File: config.mk
export PLATFORM = sky130hd
export DESIGN_NAME = receive_port_demux_table_top
export DESIGN_NICKNAME = d
export VERILOG_FILES = /design/src/design/rpdt_pkg.sv /design/src/design/rpdt_front.sv /design/src/design/rpdt_back.sv /design/src/design/receive_port_demux_table_top.sv
export SDC_FILE = /design/constraint.sdc
export NUM_CORES = 2
export LEC_CHECK = 0
export BUFFER_PORTS_ARGS = -buffer_cell sky130_fd_sc_hd__buf_2
export CAP_MARGIN = 30
export CELL_PAD_IN_SITES_DETAIL_PLACEMENT = 1
export CELL_PAD_IN_SITES_GLOBAL_PLACEMENT = 2
export CORE_MARGIN = 2
export CORE_UTILIZATION = 41
export DETAILED_ROUTE_END_ITERATION = 10
export PLACE_DENSITY = 0.85
export SLEW_MARGIN = 20
export SYNTH_ARGS = -nofsm -noshare
export SYNTH_HDL_FRONTEND = slang
export SYNTH_SLANG_ARGS = --single-unit
File: constraint.sdc
create_clock -name aclk -period 8.01 [get_ports aclk]
set_clock_uncertainty 0.05 [all_clocks]
set_input_delay 0 -clock aclk [delete_from_list [all_inputs] [get_ports aclk]]
set_output_delay 0 -clock aclk [all_outputs]
set_load 0.01 [all_outputs]
File: src/design/rpdt_pkg.sv
// shared types and constants for the receive port demux table
// used by rpdt_front, rpdt_back and receive_port_demux_table_top
package rpdt_pkg;

    localparam int SLOTS_DEFAULT = 8;
    localparam int QUEUE_DEPTH   = 2;

    typedef enum logic [1:0] {
        OP_REGISTER   = 2'd0,
        OP_DEREGISTER = 2'd1,
        OP_DELIVER    = 2'd2,
        OP_RANGE_DEL  = 2'd3
    } op_t;

    localparam logic [1:0] STATUS_DONE = 2'd0;
    localparam logic [1:0] STATUS_FULL = 2'd1;
    localparam logic [1:0] STATUS_MISS = 2'd2;

    typedef struct packed {
        op_t         op;
        logic [15:0] port;
        logic [7:0]  max_length;
        logic [15:0] ready_address;
        logic [15:0] data_address;
        logic [15:0] info_address;
        logic [7:0]  callback_id;
        logic [15:0] range_start;
        logic [15:0] range_end;
        logic [7:0]  packet_length;
    } req_t;

    typedef struct packed {
        logic [1:0]  status;
        logic [2:0]  slot;
        logic [7:0]  copy_length;
        logic [15:0] dest_address;
        logic [15:0] ready_target;
        logic [15:0] info_target;
        logic        write_info;
        logic [7:0]  post_callback;
        logic [3:0]  removed_count;
    } result_t;

endpackage

File: src/design/rpdt_front.sv
// front end: takes requests, decodes the function code and queues them
// depends on rpdt_pkg
module rpdt_front (
    input  logic          aclk,
    input  logic          aresetn,
    input  logic          s_valid,
    output logic          s_ready,
    input  logic [1:0]    s_func,
    input  logic [15:0]   s_port,
    input  logic [7:0]    s_max_length,
    input  logic [15:0]   s_ready_address,
    input  logic [15:0]   s_data_address,
    input  logic [15:0]   s_info_address,
    input  logic [7:0]    s_callback_id,
    input  logic [15:0]   s_range_start,
    input  logic [15:0]   s_range_end,
    input  logic [7:0]    s_packet_length,
    output logic          q_valid,
    output rpdt_pkg::req_t q_req,
    input  logic          q_pop
);

    localparam int DEPTH = rpdt_pkg::QUEUE_DEPTH;
    localparam int PW    = (DEPTH > 1) ? $clog2(DEPTH) : 1;
    localparam int CW    = $clog2(DEPTH + 1);

    rpdt_pkg::req_t queue_reg [DEPTH];
    rpdt_pkg::req_t in_req;
    logic [PW-1:0]  wr_ptr_reg;
    logic [PW-1:0]  rd_ptr_reg;
    logic [CW-1:0]  count_reg;
    logic [CW-1:0]  count_next;
    logic           push;

    always_comb begin
        in_req.op            = rpdt_pkg::op_t'(s_func);
        in_req.port          = s_port;
        in_req.max_length    = s_max_length;
        in_req.ready_address = s_ready_address;
        in_req.data_address  = s_data_address;
        in_req.info_address  = s_info_address;
        in_req.callback_id   = s_callback_id;
        in_req.range_start   = s_range_start;
        in_req.range_end     = s_range_end;
        in_req.packet_length = s_packet_length;
    end

    assign s_ready = (count_reg != CW'(DEPTH));
    assign q_valid = (count_reg != '0);
    assign q_req   = queue_reg[rd_ptr_reg];
    assign push    = s_valid && s_ready;

    always_comb begin
        count_next = count_reg;
        if (push && !q_pop) begin
            count_next = count_reg + 1'b1;
        end else if (!push && q_pop) begin
            count_next = count_reg - 1'b1;
        end
    end

    always_ff @(posedge aclk) begin
        if (!aresetn) begin
            wr_ptr_reg <= '0;
            rd_ptr_reg <= '0;
            count_reg  <= '0;
        end else begin
            count_reg <= count_next;
            if (push) begin
                wr_ptr_reg <= (wr_ptr_reg == PW'(DEPTH - 1)) ? '0 : wr_ptr_reg + 1'b1;
            end
            if (q_pop) begin
                rd_ptr_reg <= (rd_ptr_reg == PW'(DEPTH - 1)) ? '0 : rd_ptr_reg + 1'b1;
            end
        end
    end

    always_ff @(posedge aclk) begin
        if (push) begin
            queue_reg[wr_ptr_reg] <= in_req;
        end
    end

endmodule

File: src/design/rpdt_back.sv
// back end: slot table, match and select sequencer, result register
// depends on rpdt_pkg
module rpdt_back #(
    parameter int SLOTS = rpdt_pkg::SLOTS_DEFAULT
) (
    input  logic              aclk,
    input  logic              aresetn,
    input  logic              q_valid,
    input  rpdt_pkg::req_t    q_req,
    output logic              q_pop,
    output logic              m_valid,
    input  logic              m_ready,
    output rpdt_pkg::result_t m_result
);

    localparam int IW = (SLOTS > 1) ? $clog2(SLOTS) : 1;
    localparam int CW = $clog2(SLOTS + 1);

    typedef enum logic [3:0] {
        ST_IDLE   = 4'b0001,
        ST_MATCH  = 4'b0010,
        ST_SELECT = 4'b0100,
        ST_APPLY  = 4'b1000
    } state_t;

    typedef struct packed {
        logic [7:0]  max_length;
        logic [15:0] data_address;
        logic [15:0] info_address;
        logic [7:0]  callback_id;
    } entry_t;

    state_t            state_reg;
    rpdt_pkg::req_t    cur_reg;
    logic [SLOTS-1:0]  valid_reg;
    logic [15:0]       slot_port_reg  [SLOTS];
    logic [15:0]       slot_ready_reg [SLOTS];
    entry_t            entry_mem [SLOTS];
    entry_t            rd_reg;
    logic [SLOTS-1:0]  hit_reg;
    logic [SLOTS-1:0]  hit_next;
    logic [IW-1:0]     sel_idx;
    logic [IW-1:0]     idx_reg;
    logic              any_reg;
    logic [CW-1:0]     cnt_reg;
    logic [CW+3:0]     cnt_ext;
    logic [IW+2:0]     idx_ext;
    logic              m_valid_reg;
    rpdt_pkg::result_t res_reg;
    rpdt_pkg::result_t res_next;
    entry_t            wr_entry;
    logic              apply_done;

    assign q_pop      = (state_reg == ST_IDLE) && q_valid;
    assign apply_done = (state_reg == ST_APPLY) && (!m_valid_reg || m_ready);
    assign m_valid    = m_valid_reg;
    assign m_result   = res_reg;
    assign idx_ext    = {3'b000, idx_reg};
    assign cnt_ext    = {4'b0000, cnt_reg};

    always_comb begin
        for (int i = 0; i < SLOTS; i++) begin
            case (cur_reg.op)
                rpdt_pkg::OP_REGISTER: begin
                    hit_next[i] = !valid_reg[i];
                end
                rpdt_pkg::OP_DEREGISTER, rpdt_pkg::OP_DELIVER: begin
                    hit_next[i] = valid_reg[i] && (slot_port_reg[i] == cur_reg.port);
                end
                default: begin
                    hit_next[i] = valid_reg[i]
                        && (slot_ready_reg[i] >= cur_reg.range_start)
                        && (slot_ready_reg[i] <= cur_reg.range_end);
                end
            endcase
        end
    end

    // first set bit wins
    always_comb begin
        sel_idx = '0;
        for (int i = SLOTS - 1; i >= 0; i--) begin
            if (hit_reg[i]) begin
                sel_idx = IW'(i);
            end
        end
    end

    always_comb begin
        wr_entry.max_length   = cur_reg.max_length;
        wr_entry.data_address = cur_reg.data_address;
        wr_entry.info_address = cur_reg.info_address;
        wr_entry.callback_id  = cur_reg.callback_id;
    end

    always_comb begin
        res_next = '0;
        case (cur_reg.op)
            rpdt_pkg::OP_REGISTER: begin
                if (any_reg) begin
                    res_next.slot = idx_ext[2:0];
                end else begin
                    res_next.status = rpdt_pkg::STATUS_FULL;
                end
            end
            rpdt_pkg::OP_DEREGISTER: begin
                if (any_reg) begin
                    res_next.slot          = idx_ext[2:0];
                    res_next.removed_count = 4'd1;
                end else begin
                    res_next.status = rpdt_pkg::STATUS_MISS;
                end
            end
            rpdt_pkg::OP_DELIVER: begin
                if (any_reg) begin
                    res_next.slot          = idx_ext[2:0];
                    res_next.copy_length   = (cur_reg.packet_length > rd_reg.max_length)
                                           ? rd_reg.max_length : cur_reg.packet_length;
                    res_next.dest_address  = rd_reg.data_address;
                    res_next.ready_target  = slot_ready_reg[idx_reg];
                    res_next.info_target   = rd_reg.info_address;
                    res_next.write_info    = (rd_reg.info_address != 16'd0);
                    res_next.post_callback = rd_reg.callback_id;
                end else begin
                    res_next.status = rpdt_pkg::STATUS_MISS;
                end
            end
            default: begin
                res_next.removed_count = (cnt_ext > (CW + 4)'(15)) ? 4'd15 : cnt_ext[3:0];
            end
        endcase
    end

    always_ff @(posedge aclk) begin
        if (!aresetn) begin
            state_reg   <= ST_IDLE;
            valid_reg   <= '0;
            m_valid_reg <= 1'b0;
        end else begin
            if (apply_done) begin
                m_valid_reg <= 1'b1;
            end else if (m_ready) begin
                m_valid_reg <= 1'b0;
            end
            case (state_reg)
                ST_IDLE: begin
                    if (q_valid) begin
                        state_reg <= ST_MATCH;
                    end
                end
                ST_MATCH: begin
                    state_reg <= ST_SELECT;
                end
                ST_SELECT: begin
                    state_reg <= ST_APPLY;
                end
                ST_APPLY: begin
                    if (apply_done) begin
                        state_reg <= ST_IDLE;
                        case (cur_reg.op)
                            rpdt_pkg::OP_REGISTER: begin
                                if (any_reg) begin
                                    valid_reg[idx_reg] <= 1'b1;
                                end
                            end
                            rpdt_pkg::OP_DEREGISTER: begin
                                if (any_reg) begin
                                    valid_reg[idx_reg] <= 1'b0;
                                end
                            end
                            rpdt_pkg::OP_RANGE_DEL: begin
                                valid_reg <= valid_reg & ~hit_reg;
                            end
                            default: begin
                            end
                        endcase
                    end
                end
                default: begin
                    state_reg <= ST_IDLE;
                end
            endcase
        end
    end

    always_ff @(posedge aclk) begin
        if (q_pop) begin
            cur_reg <= q_req;
        end
        if (state_reg == ST_MATCH) begin
            hit_reg <= hit_next;
        end
        if (state_reg == ST_SELECT) begin
            idx_reg <= sel_idx;
            any_reg <= |hit_reg;
            cnt_reg <= CW'($countones(hit_reg));
            rd_reg  <= entry_mem[sel_idx];
        end
        if (apply_done) begin
            res_reg <= res_next;
            if (cur_reg.op == rpdt_pkg::OP_REGISTER && any_reg) begin
                slot_port_reg[idx_reg]  <= cur_reg.port;
                slot_ready_reg[idx_reg] <= cur_reg.ready_address;
                entry_mem[idx_reg]      <= wr_entry;
            end
        end
    end

`ifndef ASSERT_OFF
    a_match_valid: assert property (@(posedge aclk) disable iff (!aresetn)
        (state_reg == ST_APPLY && cur_reg.op != rpdt_pkg::OP_REGISTER && any_reg)
        |-> valid_reg[idx_reg])
        else $error("selected slot is not valid");

    a_free_slot: assert property (@(posedge aclk) disable iff (!aresetn)
        (state_reg == ST_APPLY && cur_reg.op == rpdt_pkg::OP_REGISTER && any_reg)
        |-> !valid_reg[idx_reg])
        else $error("register picked an occupied slot");

    a_range_cleared: assert property (@(posedge aclk) disable iff (!aresetn)
        (apply_done && cur_reg.op == rpdt_pkg::OP_RANGE_DEL)
        |=> ((valid_reg & $past(hit_reg)) == '0))
        else $error("range delete left a matching slot valid");

    a_result_source: assert property (@(posedge aclk) disable iff (!aresetn)
        $rose(m_valid_reg) |-> $past(state_reg == ST_APPLY))
        else $error("result appeared without an apply step");
`endif

endmodule

File: src/design/receive_port_demux_table_top.sv
// receive port demux table: a request goes through the queue, match, select and apply
// steps before its result is valid; the back end sequencer handles one request at a time
// through its match/select/apply steps and holds in apply while a result waits to be taken
// a 2-entry request queue lets the front accept while a result waits to be taken
// reset (aresetn low, synchronous) clears all slot valid marks, the queue and the result valid
// depends on rpdt_pkg, rpdt_front, rpdt_back
module receive_port_demux_table_top #(
    parameter int SLOTS = rpdt_pkg::SLOTS_DEFAULT
) (
    input  logic        aclk,
    input  logic        aresetn,
    input  logic        s_valid,
    output logic        s_ready,
    input  logic [1:0]  s_func,
    input  logic [15:0] s_port,
    input  logic [7:0]  s_max_length,
    input  logic [15:0] s_ready_address,
    input  logic [15:0] s_data_address,
    input  logic [15:0] s_info_address,
    input  logic [7:0]  s_callback_id,
    input  logic [15:0] s_range_start,
    input  logic [15:0] s_range_end,
    input  logic [7:0]  s_packet_length,
    output logic        m_valid,
    input  logic        m_ready,
    output logic [1:0]  m_status,
    output logic [2:0]  m_slot,
    output logic [7:0]  m_copy_length,
    output logic [15:0] m_dest_address,
    output logic [15:0] m_ready_target,
    output logic [15:0] m_info_target,
    output logic        m_write_info,
    output logic [7:0]  m_post_callback,
    output logic [3:0]  m_removed_count
);

    logic              q_valid;
    logic              q_pop;
    rpdt_pkg::req_t    q_req;
    rpdt_pkg::result_t result;

    rpdt_front u_front (
        .aclk            (aclk),
        .aresetn         (aresetn),
        .s_valid         (s_valid),
        .s_ready         (s_ready),
        .s_func          (s_func),
        .s_port          (s_port),
        .s_max_length    (s_max_length),
        .s_ready_address (s_ready_address),
        .s_data_address  (s_data_address),
        .s_info_address  (s_info_address),
        .s_callback_id   (s_callback_id),
        .s_range_start   (s_range_start),
        .s_range_end     (s_range_end),
        .s_packet_length (s_packet_length),
        .q_valid         (q_valid),
        .q_req           (q_req),
        .q_pop           (q_pop)
    );

    rpdt_back #(
        .SLOTS (SLOTS)
    ) u_back (
        .aclk     (aclk),
        .aresetn  (aresetn),
        .q_valid  (q_valid),
        .q_req    (q_req),
        .q_pop    (q_pop),
        .m_valid  (m_valid),
        .m_ready  (m_ready),
        .m_result (result)
    );

    assign m_status        = result.status;
    assign m_slot          = result.slot;
    assign m_copy_length   = result.copy_length;
    assign m_dest_address  = result.dest_address;
    assign m_ready_target  = result.ready_target;
    assign m_info_target   = result.info_target;
    assign m_write_info    = result.write_info;
    assign m_post_callback = result.post_callback;
    assign m_removed_count = result.removed_count;

endmodule
=== Yosys cells after proc, flatten, opt, wreduce, memory -nomap -nowiden ===
Memory sizes are Yosys's and may differ from the RTL's. A register that Yosys moved wholly into a read port is not among the register bits.
Cells that the tools add are included.

* Add/sub/neg operators: 11
* Multiply operators: 0
* Div/mod/pow operators: 0
* Magnitude comparators: 20
* Eq/ne operators: 20
* Shift operators: 0
* Mux-type cells: 45
* Bitwise logic cells: 5
* Reductions and logical operators: 55

{| class="wikitable"
|+ Operators by type and width
! cell !! count
|-
| $eq A16 B16 Y1 || 8
|-
| $ge A16 B16 Y1 || 8
|-
| $le A16 B16 Y1 || 8
|-
| $mux W68 || 1
|-
| $logic_and A1 B1 Y1 || 31
|-
| $mux W3 || 10
|-
| $mux W8 || 3
|-
| $pmux W8 S3 || 1
|-
| $and A8 B8 Y8 || 2
|-
| $not A8 Y8 || 2
|-
| $pmux W1 S2 || 8
|-
| $pmux W4 S4 || 1
|-
| $reduce_bool A16 Y1 || 1
|-
| $pmux W5 S3 || 1
|-
| $add A4 B4 Y4 || 3
|-
| $mux W1 || 12
|-
| $mux W4 || 3
|-
| $logic_not A1 Y1 || 11
|-
| $add A1 B1 Y2 || 4
|-
| $gt A8 B8 Y1 || 1
|-
| $ne A2 B1 Y1 const B || 4
|-
| $or A8 B8 Y8 || 1
|-
| $pmux W4 S2 || 1
|-
| $reduce_or A8 Y1 || 1
|-
| other kinds (22) || 30
|}

* Bits in registers: 107
* Latch bits: 0
* Bits in writable memories: 884
* Bits in read-only memories: 0
* Input port bits: 126
* Output and inout port bits: 76
* Logic and storage cells: 179
* Memories kept: 4

{| class="wikitable"
|+ Memories
! name !! words !! bits a word !! read ports !! clocked after memory_dff !! write ports !! line !! RTL
|-
| u_back.entry_mem || 8 || 48 || 1 || 1 || 1 || rpdt_back.sv:38 || <nowiki>entry_t entry_mem [SLOTS];</nowiki>
|-
| u_front.queue_reg || 2 || 122 || 1 || 1 || 1 || rpdt_front.sv:27 || <nowiki>rpdt_pkg::req_t queue_reg [DEPTH];</nowiki>
|-
| u_back.slot_port_reg || 8 || 16 || 8 || 0 || 1 || rpdt_back.sv:36 || <nowiki>logic [15:0] slot_port_reg [SLOTS];</nowiki>
|-
| u_back.slot_ready_reg || 8 || 16 || 9 || 1 || 1 || rpdt_back.sv:37 || <nowiki>logic [15:0] slot_ready_reg [SLOTS];</nowiki>
|}

=== Depth between registers and ports, before layout ===
* Depth in word-level cells: 9
* Mapped depth: 12
* Gate-level depth less buffers: 10

=== Hierarchy ===
Synthesis repeated with hierarchy kept, for this count alone.

* Cells, all modules: 3207
* Area total of the unflattened synthesis: 49917.9 sq um

{| class="wikitable"
|+ Modules (own cells, without submodules)
! module !! instances !! cells each !! area an instance (sq um) !! sequential area each (sq um)
|-
| rpdt_back || 1 || 2803 || 40538.9 || 27346.2
|-
| rpdt_front || 1 || 404 || 9379.0 || 7427.1
|}

=== Least setup slack after synthesis ===
No wires, ideal clock.

* Kind: register to register
* Start: reg u_back.state_reg[0]
* End: mem u_back.entry_mem[4][0] (netlist bit), enable pin
* Library setup time: 0.616 ns
* Arrival time: 8.157 ns
* Required time: 7.344 ns
* Path slack: -0.813 ns
* Cell stages (with the launch flop): 6
* Buffers on the path: 0
* Clock period less this slack: 8.823 ns
* Path through: dfxtp_1 -> nor4b_2 -> nand2_1 -> inv_1 -> nand4_1 -> nor3_1

* Longest elaborated chain between the ends: 4

{| class="wikitable"
|+ RTL lines
! element !! line !! RTL
|-
| start: declaration || rpdt_back.sv:33 || <nowiki>state_t state_reg;</nowiki>
|-
| start signal: assignment || rpdt_back.sv:136 || <nowiki>state_reg <= ST_IDLE;</nowiki>
|-
| start signal: assignment || rpdt_back.sv:148 || <nowiki>state_reg <= ST_MATCH;</nowiki>
|-
| start signal: assignment || rpdt_back.sv:152 || <nowiki>state_reg <= ST_SELECT;</nowiki>
|-
| $eq A4 B4 Y1 || rpdt_back.sv:55 || <nowiki>assign apply_done = (state_reg == ST_APPLY) && (!m_valid_reg || m_ready);</nowiki>
|-
| $logic_and A1 B1 Y1 || rpdt_back.sv:55 ||
|-
| net u_back.apply_done || rpdt_back.sv:52 || <nowiki>logic apply_done;</nowiki>
|-
| $mux W1 || rpdt_back.sv:199 || <nowiki>if (apply_done) begin</nowiki>
|-
| $mux W1 (not written as such) || rpdt_back.sv:204 || <nowiki>entry_mem[idx_reg] <= wr_entry;</nowiki>
|-
| end: declaration || rpdt_back.sv:38 ||
|}

The timed path passes the listed nets, and every way through them passes these cells.

=== Worst setup path after layout ===
* Start: reg u_back.state_reg[3]
* End: mem u_back.entry_mem[2][37] (netlist bit), enable pin

Same word-level chain as after synthesis.

==> flow_metrics.tcl <==
set metrics [dict create \
    route.detailed.drc 0 \
    ys_seq_area_share_pct 70.1 \
    hold_viol_final 0 \
    fin_setup_tns_ns 0 \
    synthTopCellsByArea "edfxtp_1, ha_1, nand2_1" \
    clk_pin_slew_ns 0.06 \
    fmax_mhz 255 \
    root_buffer "clkbuf_16" \
    initialDrtViolationCount 2574 \
    p_int_mw 12.1 \
    power_switching_share_pct 30.3 \
    largest_reg_flops 384 \
    postCtsSetupBuffers 0 \
    fin_nets 4147 \
    crit_path_start_kind "register" \
    yosys.area.top_type_share_pct 69.3 \
    syn_nets 3643 \
    setup_violations 0 \
    power.switching_mw 5.29 \
    syn-cell-area_sq_mm 0.0495 \
    maxSlewHeadroom_pct 32.3 \
    wl_per_cell_um 24.4 \
    clockPowerShare_pct 30.5 \
    antenna_found_initial 9 \
    dieArea_sq_mm 0.124 \
    synth-edff-count 1144 \
    synthArstFlopShare_pct 0 \
    seq_area_sq_mm 0.0348 \
    io_pins 202 \
    cts_buffers 121 \
    netlist_instances 3232 \
    grt_pass1_vias 31500 \
    cap_viol_max_count 0 \
    cp_max_fo 37 \
    row_count 127 \
    rsz0062_at_grt "no" \
    die-height_um 352 \
    grt_first_pass_wirelength_um 199000 \
    status "completed" \
    cts_tree "built" \
    power_frac_seq_pct 48.5 \
    dp_cells 4968 \
    worstPathRequired_ns 8.35 \
    worstSetupPathType "register to register" \
    die_w_um 352 \
    syn_to_final_growth_pct 19.3 \
    p_per_area_mw_per_mm2 295 \
    drive_above_1_share_pct 16.3 \
    r2r_slack_ns 4.09 \
    htreeDepth 3 \
    overflow 0 \
    peakVddDrop_uv 191 \
    crit_start "u_back.state_reg[3]" \
    r2r-end "u_back.entry_mem[2][37]" \
    fillCellCount 11600 \
    end_kind "register" \
    crit_path_end "u_back.entry_mem[2][37]" \
    route.antenna.remaining_nets 0 \
    avgSynthCellArea_sq_um 15.3 \
    tightestPinTransition_ns 0.990 \
    synth_flop_cell "edfxtp_1" \
    hpwl_um 82000 \
    finalCriticalPeriod_ns 3.92 \
    finalMaxSlewViolations 0 \
    io_buffer_count 201 \
    multi_input_area_sq_mm 0.0140 \
    synth_most_common_cell "edfxtp_1" \
    worstHoldPathCells 2 \
    p_leak_nw 21.2 \
    drtPass1Iterations 5 \
    r2r.worst_path.cells 7 \
    power_mw 17.4 \
    ys_seq_elements 1164 \
    finalCritPeriodShare_pct 49.0 \
    yosysWarnings 0 \
    synth_cell_type_count 63 \
    initial_core_util_pct 41.3 \
    vias_per_cell 5.45 \
    grt_max_degree 90 \
    pwr-share-comb_pct 21.0 \
    cts.sinks 1164 \
    clk_latency_ns 0.73 \
    hp-class "input port to register" \
    timing.rr.start "u_back.state_reg[3]" \
    core_area_sq_mm 0.120 \
    finalWirelength_um 133000 \
    holdWs_ns 0.0203 \
    arrival_ns 4.26 \
    final_cells 5452 \
    cts_buffer_depth 3 \
    yosys-top-cells-count "edfxtp_1, nand2_1, ha_1" \
    grt_usage_pct 21.4 \
    dr_total_vias 29700 \
    place.gp.congestion 0.861 \
    synth_area_leader_cell "edfxtp_1" \
]
[cell type report]
cell class	instances	share of cell area, %
Antenna cell	1	0.00423
Clock buffer	158	5.43
Clock inverter	68	0.840
Inverter	89	0.582
Multi-Input combinational cell	1845	23.7
Sequential cell	1164	58.8
Tap cell	1612	3.41
Timing Repair Buffer	515	7.22
[critical path, cell delays in order, from the launching register on]
cell,delay [ns]
dfxtp_1,0.44
nor4b_2,0.30
nand2_1,0.29
inv_4,0.32
nand4_1,0.43
nor2_4,0.85
buf_4,0.50
buf_16,0.30
[per-stage QoR]
step | instance area [sq um] | setup WS (ns) | util, %
final | 59100 | 4.09 | 49.3
after global routing | 59100 | 3.87 | 49.3
after CTS | 58900 | 3.90 | 49.1
after detailed placement | 52700 | 3.94 | 43.9
after global placement | 52600 | 4.12 | 43.8
after floorplan | 49600 | 1.32 | -
[logic make-up after synthesis]
logic type | count (synthesis) | share of synthesized area (%)
AND/OR/NAND/NOR | 903 | 8.66
flip-flops | 1164 | 70.1
adder cells (fa/ha/maj) | 285 | 7.26
AO/OA/AOI/OAI | 341 | 4.94
buffers and inverters | 223 | 1.83
multiplexers | 186 | 4.88
XOR/XNOR | 130 | 2.30
[worst min path at each step]
stage	startpoint	to	slack, ns
4_1_cts	s_max_length[2]	u_front.queue_reg[1][98]	0.01
3_5_place_dp	s_data_address[9]	u_front.queue_reg[1][73]	0.14
5_1_grt	s_max_length[2]	u_front.queue_reg[1][98]	0.01
3_3_place_gp	s_range_end[15]	u_front.queue_reg[1][23]	0.14
2_1_floorplan	s_packet_length[0]	u_front.queue_reg[0][0]	0.05
6_report	s_max_length[2]	u_front.queue_reg[1][98]	0.02
[power by group through the flow]
stage	Clock, mW	Sequential, mW	Combinational (mW)
CTS	5.42	8.45	3.67
detailed placement	0	8.57	3.53
finish	5.32	8.45	3.66
floorplan	0	8.37	2.23
global route	5.65	8.53	4.04
global placement	0	8.52	3.38
[placed cells by master, fill, tap and decap left out, drive strengths merged, types with 10 or more instances in the layout]
cell         count
a311oi          48
o21ai           32
a21oi          106
nand2          431
nand4           69
nor4            25
nand2b          12
a2111oi         10
o22ai           10
clkbuf         160
o211ai          12
a211oi          10
nor2            60
mux2i           30
dfxtp           20
mux2           124
nor3            23
dlygate4sd3    248
and4            10
nor2b           12
xor2            44
and3            93
inv             95
and2            24
ha             281
buf            265
a31o            48
clkinv          49
edfxtp        1144
xnor2           86
mux4            32
a21o            23
nand3          135
[metal layers]
metal | GRT usage (%) | wire length, um | up-vias
li1 | - | - | 13400
met1 | 28.8 | 57400 | 15300
met2 | 36.0 | 65000 | 859
met3 | 3.24 | 7800 | 174
met4 | 6.25 | 2970 | 2
met5 | 0 | 13 | -
[what timing repair did]
action,CTS,global route
endpoints found under the hold margin,309,0
hold buffers,248,0
resized for setup,0,0
Note: power is estimated with default switching activity, not from simulation.
